===== config.mk =====
export PLATFORM = sky130hd
export DESIGN_NAME = rms_level_meter_db_flat
export DESIGN_NICKNAME = d
export VERILOG_FILES = /design/src/rtl/core/rmsdb_pkg.sv /design/src/rtl/core/rmsdb_if.sv /design/src/rtl/core/rmsdb_front.sv /design/src/rtl/core/rmsdb_queue.sv /design/src/rtl/core/rmsdb_back.sv /design/src/rtl/core/rms_level_meter_db.sv /design/src/flat_wrapper.sv
export SDC_FILE = /design/constraint.sdc
export NUM_CORES = 2
export LEC_CHECK = 0
export ABC_AREA = 1
export CAP_MARGIN = 5
export CELL_PAD_IN_SITES_DETAIL_PLACEMENT = 0
export CELL_PAD_IN_SITES_GLOBAL_PLACEMENT = 1
export CORE_UTILIZATION = 40
export DETAILED_ROUTE_END_ITERATION = 8
export DONT_BUFFER_PORTS = 1
export PLACE_DENSITY = 0.68
export SLEW_MARGIN = 10
export SYNTH_ARGS = -nofsm -noshare
export SYNTH_HDL_FRONTEND = slang
export SYNTH_HIERARCHICAL = 1
export SYNTH_SLANG_ARGS = --single-unit

===== constraint.sdc =====
create_clock -name clk -period 19.3 [get_ports clk]
set_input_delay 2.895 -clock clk [delete_from_list [all_inputs] [get_ports clk]]
set_output_delay 2.895 -clock clk [all_outputs]
set_load 0.01 [all_outputs]

===== src/rtl/core/rmsdb_pkg.sv =====
// Package for the RMS level meter: payload types and fixed constants.
// Depends on nothing; every other file of the block uses it.
package rmsdb_pkg;

  localparam int SampleW = 24;
  localparam int LevelW  = 16;
  localparam int TotalW  = 13;
  localparam int SumW    = 58;

  // Samples past this count in one frame are dropped.
  localparam int FrameMax = 4096;

  localparam logic [31:0] DbScaleQ16 = 32'd50504453;
  localparam logic signed [LevelW-1:0] FloorThresh = -16'sd20480;
  localparam logic signed [LevelW-1:0] FloorLevel  = -16'sd24576;

  // One finished frame handed from the front part to the back part.
  typedef struct packed {
    logic [SumW-1:0]   sum;
    logic [TotalW-1:0] cnt;
  } frame_t;

  typedef struct packed {
    logic signed [LevelW-1:0] level_db;
    logic                     no_data;
    logic [TotalW-1:0]        sample_total;
  } result_t;

endpackage


===== src/rtl/core/rmsdb_if.sv =====
// Valid/ready channel interfaces for the meter's input and result streams.
// Depends on rmsdb_pkg for the field widths.
interface rmsdb_in_if;
  logic                                 valid;
  logic                                 ready;
  logic signed [rmsdb_pkg::SampleW-1:0] sample;
  logic                                 has_sample;
  logic                                 last;
  modport source (output valid, sample, has_sample, last, input ready);
  modport sink (input valid, sample, has_sample, last, output ready);
endinterface

interface rmsdb_out_if;
  logic                                valid;
  logic                                ready;
  logic signed [rmsdb_pkg::LevelW-1:0] level_db;
  logic                                no_data;
  logic [rmsdb_pkg::TotalW-1:0]        sample_total;
  modport source (output valid, level_db, no_data, sample_total, input ready);
  modport sink (input valid, level_db, no_data, sample_total, output ready);
endinterface


===== src/rtl/core/rmsdb_front.sv =====
// Front part: squares and accumulates samples, closes a frame on last.
// Depends on rmsdb_pkg; pushes finished frames into the frame queue.
module rmsdb_front (
  input  logic                                 clk,
  input  logic                                 rst_n,
  input  logic                                 in_valid,
  output logic                                 in_ready,
  input  logic signed [rmsdb_pkg::SampleW-1:0] in_sample,
  input  logic                                 in_has_sample,
  input  logic                                 in_last,
  output logic                                 push,
  output rmsdb_pkg::frame_t                    push_frame,
  input  logic                                 q_full
);
  localparam int CntW = $clog2(rmsdb_pkg::FrameMax + 1);

  logic [rmsdb_pkg::SumW-1:0] sum_r, sum_nxt;
  logic [CntW-1:0]            cnt_r, cnt_nxt;
  logic [47:0]                sq;
  logic [rmsdb_pkg::SumW:0]   add;
  logic                       take;
  logic                       acc;

  assign in_ready = !q_full;
  assign take     = in_valid && in_ready;
  assign acc      = in_has_sample && (cnt_r < CntW'(rmsdb_pkg::FrameMax));

  // Square, then a saturating add into the accumulator.
  always_comb begin
    sq      = 48'($signed(in_sample) * $signed(in_sample));
    add     = {1'b0, sum_r} + {{(rmsdb_pkg::SumW-47){1'b0}}, sq};
    sum_nxt = sum_r;
    cnt_nxt = cnt_r;
    if (acc) begin
      sum_nxt = add[rmsdb_pkg::SumW] ? '1 : add[rmsdb_pkg::SumW-1:0];
      cnt_nxt = cnt_r + 1'b1;
    end
  end

  assign push            = take && in_last;
  assign push_frame.sum  = sum_nxt;
  assign push_frame.cnt  = rmsdb_pkg::TotalW'(cnt_nxt);

  always_ff @(posedge clk) begin
    if (!rst_n) begin
      sum_r <= '0;
      cnt_r <= '0;
    end else if (take) begin
      sum_r <= in_last ? '0 : sum_nxt;
      cnt_r <= in_last ? '0 : cnt_nxt;
    end
  end
endmodule


===== src/rtl/core/rmsdb_queue.sv =====
// Two-entry frame queue between the front and back parts.
// Depends on rmsdb_pkg for the frame type.
module rmsdb_queue (
  input  logic              clk,
  input  logic              rst_n,
  input  logic              push,
  input  rmsdb_pkg::frame_t push_frame,
  output logic              full,
  input  logic              pop,
  output logic              empty,
  output rmsdb_pkg::frame_t head
);
  rmsdb_pkg::frame_t mem_r [2];
  logic       wp_r, rp_r;
  logic [1:0] n_r;

  assign full  = (n_r == 2'd2);
  assign empty = (n_r == 2'd0);
  assign head  = mem_r[rp_r];

  always_ff @(posedge clk) begin
    if (push) mem_r[wp_r] <= push_frame;
  end

  // Pointers and fill count.
  always_ff @(posedge clk) begin
    if (!rst_n) begin
      wp_r <= 1'b0;
      rp_r <= 1'b0;
      n_r  <= 2'd0;
    end else begin
      if (push) wp_r <= ~wp_r;
      if (pop)  rp_r <= ~rp_r;
      n_r <= n_r + 2'(push) - 2'(pop);
    end
  end
endmodule


===== src/rtl/core/rmsdb_back.sv =====
// Back part: sequential log2 of sum and count, dB scaling and the floor.
// Depends on rmsdb_pkg; pops frames from the queue, drives the result.
module rmsdb_back (
  input  logic                     clk,
  input  logic                     rst_n,
  input  logic                     q_empty,
  input  rmsdb_pkg::frame_t        q_head,
  output logic                     pop,
  output logic                     res_valid,
  input  logic                     res_ready,
  output rmsdb_pkg::result_t       res
);
  typedef enum logic [2:0] {
    S_IDLE, S_NORM, S_SQR, S_NEXT, S_MUL, S_OUT
  } state_t;

  state_t      state_r;
  logic [57:0] x_r;
  logic [12:0] cnt_r;
  logic [5:0]  e_r;
  logic [32:0] m_r;
  logic [4:0]  i_r;
  logic [15:0] frac_r;
  logic [63:0] sq_r;
  logic        second_r;
  logic signed [23:0] lsum_r;
  logic [31:0] mag_in_r;
  logic [63:0] prod_r;
  logic        busy_r;

  logic [5:0]  msb;
  logic [64:0] msq;
  logic [32:0] mnew;
  logic signed [23:0] lq;
  logic signed [24:0] lfin;
  logic [32:0] mag;
  logic signed [rmsdb_pkg::LevelW-1:0] lev;

  // Leading-one position of the operand being taken apart.
  always_comb begin
    msb = '0;
    for (int k = 0; k < 58; k++) if (x_r[k]) msb = 6'(k);
  end

  always_comb begin
    msq  = {1'b0, sq_r} >> 31;
    mnew = msq[32] ? msq[33:1] : msq[32:0];
    lq   = {2'b0, e_r, frac_r};
    lfin = 25'(lsum_r) - 25'(lq) - 25'sd3014656;
    mag  = 33'((prod_r + 64'h8000_0000) >> 32);
    if (mag > 33'd32768) lev = -16'sd32768;
    else                 lev = -16'(mag);
  end

  assign pop       = (state_r == S_IDLE) && !q_empty && !busy_r;
  assign res_valid = busy_r;

  always_ff @(posedge clk) begin
    if (!rst_n) begin
      state_r <= S_IDLE;
      busy_r  <= 1'b0;
    end else begin
      if (busy_r && res_ready) busy_r <= 1'b0;
      unique case (state_r)
        S_IDLE: if (pop) begin
          res.sample_total <= q_head.cnt;
          cnt_r    <= q_head.cnt;
          x_r      <= q_head.sum;
          second_r <= 1'b0;
          if (q_head.cnt == '0) begin
            res.level_db <= '0;
            res.no_data  <= 1'b1;
            state_r <= S_OUT;
          end else if (q_head.sum == '0) begin
            res.level_db <= rmsdb_pkg::FloorLevel;
            res.no_data  <= 1'b0;
            state_r <= S_OUT;
          end else begin
            res.no_data <= 1'b0;
            state_r <= S_NORM;
          end
        end
        S_NORM: begin
          e_r    <= msb;
          m_r    <= (msb >= 6'd31) ? 33'(x_r >> (msb - 6'd31))
                                   : 33'(x_r << (6'd31 - msb));
          frac_r <= '0;
          i_r    <= '0;
          state_r <= S_SQR;
        end
        S_SQR: begin
          sq_r    <= 64'(m_r[31:0]) * 64'(m_r[31:0]);
          state_r <= S_NEXT;
        end
        S_NEXT: begin
          m_r    <= mnew;
          frac_r <= {frac_r[14:0], msq[32]};
          i_r    <= i_r + 1'b1;
          if (i_r == 5'd15) begin
            if (!second_r) begin
              lsum_r   <= {2'b0, e_r, frac_r[14:0], msq[32]};
              x_r      <= 58'(cnt_r);
              second_r <= 1'b1;
              state_r  <= S_NORM;
            end else begin
              state_r <= S_MUL;
            end
          end else begin
            state_r <= S_SQR;
          end
        end
        // Three steps: latch the magnitude, multiply, then round and floor; a level at or above 0 dB is set to 0.
        S_MUL: begin
          if (lfin >= 0) begin
            res.level_db <= '0;
            state_r <= S_OUT;
          end else begin
            mag_in_r <= 32'(-lfin);
            if (i_r != 5'd31) i_r <= 5'd31;
            else begin
              prod_r  <= 64'(mag_in_r) * 64'(rmsdb_pkg::DbScaleQ16);
              i_r     <= 5'd30;
            end
            if (i_r == 5'd30) begin
              res.level_db <= (lev <= rmsdb_pkg::FloorThresh) ? rmsdb_pkg::FloorLevel
                                                               : lev;
              state_r <= S_OUT;
            end
          end
        end
        S_OUT: if (!busy_r) begin
          busy_r  <= 1'b1;
          state_r <= S_IDLE;
        end
        default: state_r <= S_IDLE;
      endcase
    end
  end
endmodule


===== src/rtl/core/rms_level_meter_db.sv =====
// Frame RMS level meter in dBFS, 1/256 dB units.
// Samples: one per cycle, accepted while the two-frame queue has room.
// Frame end: the frame closed by the last request passes the queue, two 16-step
// squaring log2 passes, a multiply and one output register; an empty or silent
// frame skips the passes, a 0 dB level the multiply. One frame is worked at a time.
// Reset (rst_n low, synchronous) clears accumulator, count, queue, result valid.
module rms_level_meter_db (
  input logic         clk,
  input logic         rst_n,
  rmsdb_in_if.sink    in_ch,
  rmsdb_out_if.source out_ch
);
  logic              push, q_full, pop, q_empty;
  rmsdb_pkg::frame_t push_frame, head;
  rmsdb_pkg::result_t res;

  rmsdb_front u_front (
    .clk, .rst_n,
    .in_valid(in_ch.valid), .in_ready(in_ch.ready),
    .in_sample(in_ch.sample), .in_has_sample(in_ch.has_sample),
    .in_last(in_ch.last),
    .push, .push_frame, .q_full
  );

  rmsdb_queue u_queue (
    .clk, .rst_n, .push, .push_frame, .full(q_full),
    .pop, .empty(q_empty), .head
  );

  rmsdb_back u_back (
    .clk, .rst_n, .q_empty, .q_head(head), .pop,
    .res_valid(out_ch.valid), .res_ready(out_ch.ready), .res
  );

  assign out_ch.level_db     = res.level_db;
  assign out_ch.no_data      = res.no_data;
  assign out_ch.sample_total = res.sample_total;
endmodule

===== src/flat_wrapper.sv =====
// flat-port wrapper written by rule: the top's interface ports become plain ports
module rms_level_meter_db_flat 
  (clk, rst_n, in_ch_valid, in_ch_sample, in_ch_has_sample, in_ch_last, in_ch_ready, out_ch_valid, out_ch_level_db, out_ch_no_data, out_ch_sample_total, out_ch_ready);
  rmsdb_in_if in_ch_i ();
  rmsdb_out_if out_ch_i ();
  input logic clk;
  input logic rst_n;
  input wire logic [$bits(in_ch_i.valid)-1:0] in_ch_valid;
  input wire logic [$bits(in_ch_i.sample)-1:0] in_ch_sample;
  input wire logic [$bits(in_ch_i.has_sample)-1:0] in_ch_has_sample;
  input wire logic [$bits(in_ch_i.last)-1:0] in_ch_last;
  output wire logic [$bits(in_ch_i.ready)-1:0] in_ch_ready;
  output wire logic [$bits(out_ch_i.valid)-1:0] out_ch_valid;
  output wire logic [$bits(out_ch_i.level_db)-1:0] out_ch_level_db;
  output wire logic [$bits(out_ch_i.no_data)-1:0] out_ch_no_data;
  output wire logic [$bits(out_ch_i.sample_total)-1:0] out_ch_sample_total;
  input wire logic [$bits(out_ch_i.ready)-1:0] out_ch_ready;
  assign in_ch_i.valid = in_ch_valid;
  assign in_ch_i.sample = in_ch_sample;
  assign in_ch_i.has_sample = in_ch_has_sample;
  assign in_ch_i.last = in_ch_last;
  assign in_ch_ready = in_ch_i.ready;
  assign out_ch_valid = out_ch_i.valid;
  assign out_ch_level_db = out_ch_i.level_db;
  assign out_ch_no_data = out_ch_i.no_data;
  assign out_ch_sample_total = out_ch_i.sample_total;
  assign out_ch_i.ready = out_ch_ready;
  rms_level_meter_db u_core (.clk(clk), .rst_n(rst_n), .in_ch(in_ch_i), .out_ch(out_ch_i));
endmodule

# Yosys cells after proc, flatten, opt, wreduce, memory -nomap -nowiden
# Memories as Yosys holds them, arrays and structs flattened. A register that Yosys moved wholly into a read port is not among the register bits.
# Index checks and enable logic that the tools add are counted.
# Widths: inputs -> output; s select.
# totals
inputBits,30
ff_bits,403
out_inout_bits,32
ramBits,142
n_memories,1
wordCells,193
# classes
multipliers,3
n_reduce_logical,29
n_mux,100
eq_ne,16
n_shift,2
magnitude_cmp,5
n_bitwise,5
n_addsub,12
# mem_list
memory,words,word_bits,read_ports,rd_clocked_by_memory_dff,wr,line,rtl
u_core.u_queue.mem_r,2,71,1,1,1,rmsdb_queue.sv:13,rmsdb_pkg::frame_t mem_r [2];
# ops
operator,n
$mux 58,6
$mux 6,56
$pmux 58 s2,1
$mux 16,5
$mul 32x32->64,1
$mux 32,2
$pmux 16 s2,2
$pmux 32 s2,1
$add 58x32->59 const B,1
$add 58x48->59,1
$logic_not 58->1,1
$mul 32x26->58 const B,1
$shl 58x6->32,1
$shr 58x6->32,1
$mul 24x24->48,1
$neg 24->32,1
$mux 30,1
$gt 27x16->1 const B,1
$mux 13,2
$ge 24x1->1 const B,1
$mux 3,8
$sub 23x23->24 const B,1
$sub 22x22->23,1
$pmux 3 s6,1
other kinds (38),74

# Logic depth before layout (Yosys ltp)
# depth
depth_word,61
mapped_depth,72
mapped_depth_nobuf,71

# By module
# The synthesis kept the hierarchy.
# by_module_without_submodules
mod,n_inst,cells_per_inst,seq_area_each_um2,area_each_um2
rmsdb_back,1,6403,7947.6,54534.8
rmsdb_front,1,3840,1421.4,28128.2
rmsdb_queue,1,254,4364.2,5703.0

# Worst setup path before layout
# Ideal clock, no wire load.
# synth_path
kind,input to register
from,input in_ch_sample[0]
to,memory u_core/u_queue/mem_r[0][51] in the netlist's numbering (data pin)
required_time_ns,19.020
n_path_buf,3
arrival_ns,10.608
setup_ns,0.280
setup_slack_ns,8.412
cell_stages,32
path_cell_list,clkbuf_1 clkbuf_1 nand2_1 inv_1 fa_1 fa_1 fa_1 inv_1 fa_1 fa_1 fa_1 inv_1 fa_1 ha_1 nand2_1 nor2_1 inv_1 nor4_1 nand4_1 nand4_1 xor2_1 ha_1 nand2_1 inv_1 nand2_1 nand2_1 o21bai_1 a21oi_1 nand3_4 a21oi_4 clkbuf_1 a21boi_0
# synth_lines
item,line,rtl
"start, declared",flat_wrapper.sv:9,input wire logic [$bits(in_ch_i.sample)-1:0] in_ch_sample;
"end, declared",rmsdb_queue.sv:13,

==> flow_summary.toml <==
[status]
outcome = "complete, no violations"

[sta]
min_period_ps = 11560
min_period_over_period_pct = 59.9
relSlewSlack_pct = 25.5
slew_viol_final = 0
worst_pin_slew_ps = 1120
rsz0062_at_grt = "no"
hold_viol_final = 0
fmax_mhz = 86.5
finalClockSkew_ps = 75.1
setup_violations = 0
fin_tns_setup_ps = 0

[drt]
drt_wl_total_mm = 248
viasPerCell = 4.95
vias = 65500
ant_nets = 0
drc_errors = 0
dr.first_iter.drc_count = 3887
detail_route.first_pass.iterations = 6
wl_per_cell_um = 18.8

[logic_synthesis]
syn_avg_cell_area_um2 = 8.42
yosysMostFrequentCell = "inv_1"
yosysWarnings = 6
synth_nets = 12900
yosysUniqueCellTypes = 69
synthArstFlopShare_pct = 0
synth_edf_count = 404
ys_ff_latch = 484
synth_ff_type = "edfxtp_1"
syn_area_um2 = 88400
synth_common_cells = "inv_1, nand2_1, fa_1"
synthCells = 10500
yosysTopAreaCell = "fa_1"
synth_top_area_share_pct = 34.8
synth_seq_area_share_pct = 15.5
synthTopCellsByArea = "fa_1, edfxtp_1, inv_1"

[cells_and_area]
nNetsFinal = 12700
syn2layout_area_growth_pct = 5.16
postLayoutCoreUtil_pct = 42.3
drive_gt1_share_pct = 3.44

[clock_tree]
cts_tree = "built"
postCtsHoldBufs = 0
htreeDepth = 2
worstSkewPairLatency_ps = 680
cts_root_buf = "clkbuf_16"
clk_path_buf_depth = 3
cts.repair.resized = 0
cts_setup_buffers = 0
cts.sinks = 484
clk_pin_slew_ps = 60
cts_buffers = 51

[die]
initial_utilization_pct = 40.3
die_h_um = 472
coreArea_um2 = 220000
ioPinCount = 62
dieArea_um2 = 223000
die_w_um = 472
rows = 172

[critical_path]
critPathMaxStageDelay_ps = 890
worst-path-max-fanout = 96
cp_slowest_cell = "fa_1"
regToRegStartpoint = "u_core/u_back/m_r[5]"
critical_path_required_ps = 19620
path_class = "primary input to flop"
crit_start = "in_ch_sample[23]"
crit_arrival_ps = 11880
start_kind = "primary input"
end_kind = "flop"

[place]
hpwlAfterDp_mm = 201
port_buffers = 0
routabilityCongestion = 0.934

[global_routing]
first_global_vias = 70200
antenna_found_initial = 2
grt_overflow_total = 0
grt_pass1_wl_mm = 396
grt_max_degree = 97
grt_use_total_pct = 22.8

[hold_path]
hold_path.class = "flop to flop"
min_from = "u_core/u_back/e_r[2]"

[flow_run]
max_cap_viol_count = 0
==> cells in the final DEF, fill, tap and decap left out, types with 7 or more instances in the layout <==
cell type and n:
nand3b_1 7, mux2_4 70, buf_4 75, a21boi_0 53, xor2_1 161, o21ai_0 105, o21a_1 7, fa_1 1534
o211ai_1 7, nor2_4 7, a21o_1 14, dfxtp_1 79, nand3_1 685, clkinv_2 10, o21bai_1 22, inv_1 2756
or2_2 60, a21oi_2 7, clkinv_1 11, a31oi_1 21, nand4_1 57, o21ai_1 30, inv_2 14, nor2_1 437
clkbuf_1 9, nand2_1 2263, a21oi_1 318, nor4_1 38, nand2_2 15, nor3_1 43, edfxtp_1 404, ha_1 809
clkbuf_16 51, nor2_2 9, xnor2_1 84, a211oi_1 7
==> flip-flops by register name, indices dropped and copies added, names as in the netlist, 16 cells and up, named ones only <==
register                flops
u_core/u_back/x_r          58
u_core/u_back/frac_r       16
u_core/u_back/res          17
u_core/u_back/m_r          32
u_core/u_front/sum_r       58
u_core/u_queue/mem_r      142
u_core/u_back/sq_r         33
u_core/u_back/prod_r       27
u_core/u_back/lsum_r       22
u_core/u_back/mag_in_r     32
==> worst paths after layout <==
check / to / slack, ps / cells past startpoint
max: u_core/u_queue/mem_r[1][35] / 7740 / 33
min: u_core/u_back/lsum_r[18] / 430 / 0
max reg2reg: u_core/u_back/sq_r[62] / 8190 / 37
min reg2reg: u_core/u_back/lsum_r[18] / 430 / 0
==> cell type report <==
cell class	count	area (um2)
well taps	2871	3590
diodes	1	2.50
clock inverters	32	374
flip-flops and latches	484	13700
repair buffers	75	563
multi-input cells	6928	62900
inverters	2775	10400
clock buffers	64	1370
fillers	22200	127000
==> worst max-delay path: cells and delay by family <==
kind                       cells  cell delay (ps)
adders and majority gates      9             4980
buffers and inverters          7             1280
and+or+nand+nor               13             1730
AOI/OAI and AO/OA              4              820
==> metal layers <==
layer  global-route usage, %  routed length, um  up-vias
met5                       0                  0        -
met4                    6.11               7310        0
met3                    1.74               8880      297
met2                    39.4             123000     1270
met1                    30.5             109000    32700
li1                        -                  -    31200
==> cells by family after synthesis <==
| kind of cell | Yosys count | share of synthesized area, % |
|---|---|---|
| AOI/OAI and AO/OA | 623 | 4.04 |
| xor gates and xnor gates | 245 | 2.43 |
| adders and majority gates | 2343 | 46.2 |
| buffers and inverters | 3085 | 13.4 |
| DFF | 484 | 15.5 |
| muxes | 73 | 1.22 |
| and+or+nand+nor | 3644 | 17.2 |
==> per-stage QoR <==
stage / instance area, um2 / hold WS (ps) / std cells / setup WS [ps]
floorplan: 88400 / 424 / 10500 / 8410
finish: 92900 / 432 / 13200 / 7740
CTS: 92900 / 436 / 13200 / 7760
detailed placement: 91200 / 432 / 13100 / 7080
global placement: 91200 / 432 / 13100 / 7270
global route: 92900 / 452 / 13200 / 7130
Power is not shown: default switching activity piles up to over one toggle a cycle in this logic, so the estimate is an artifact.
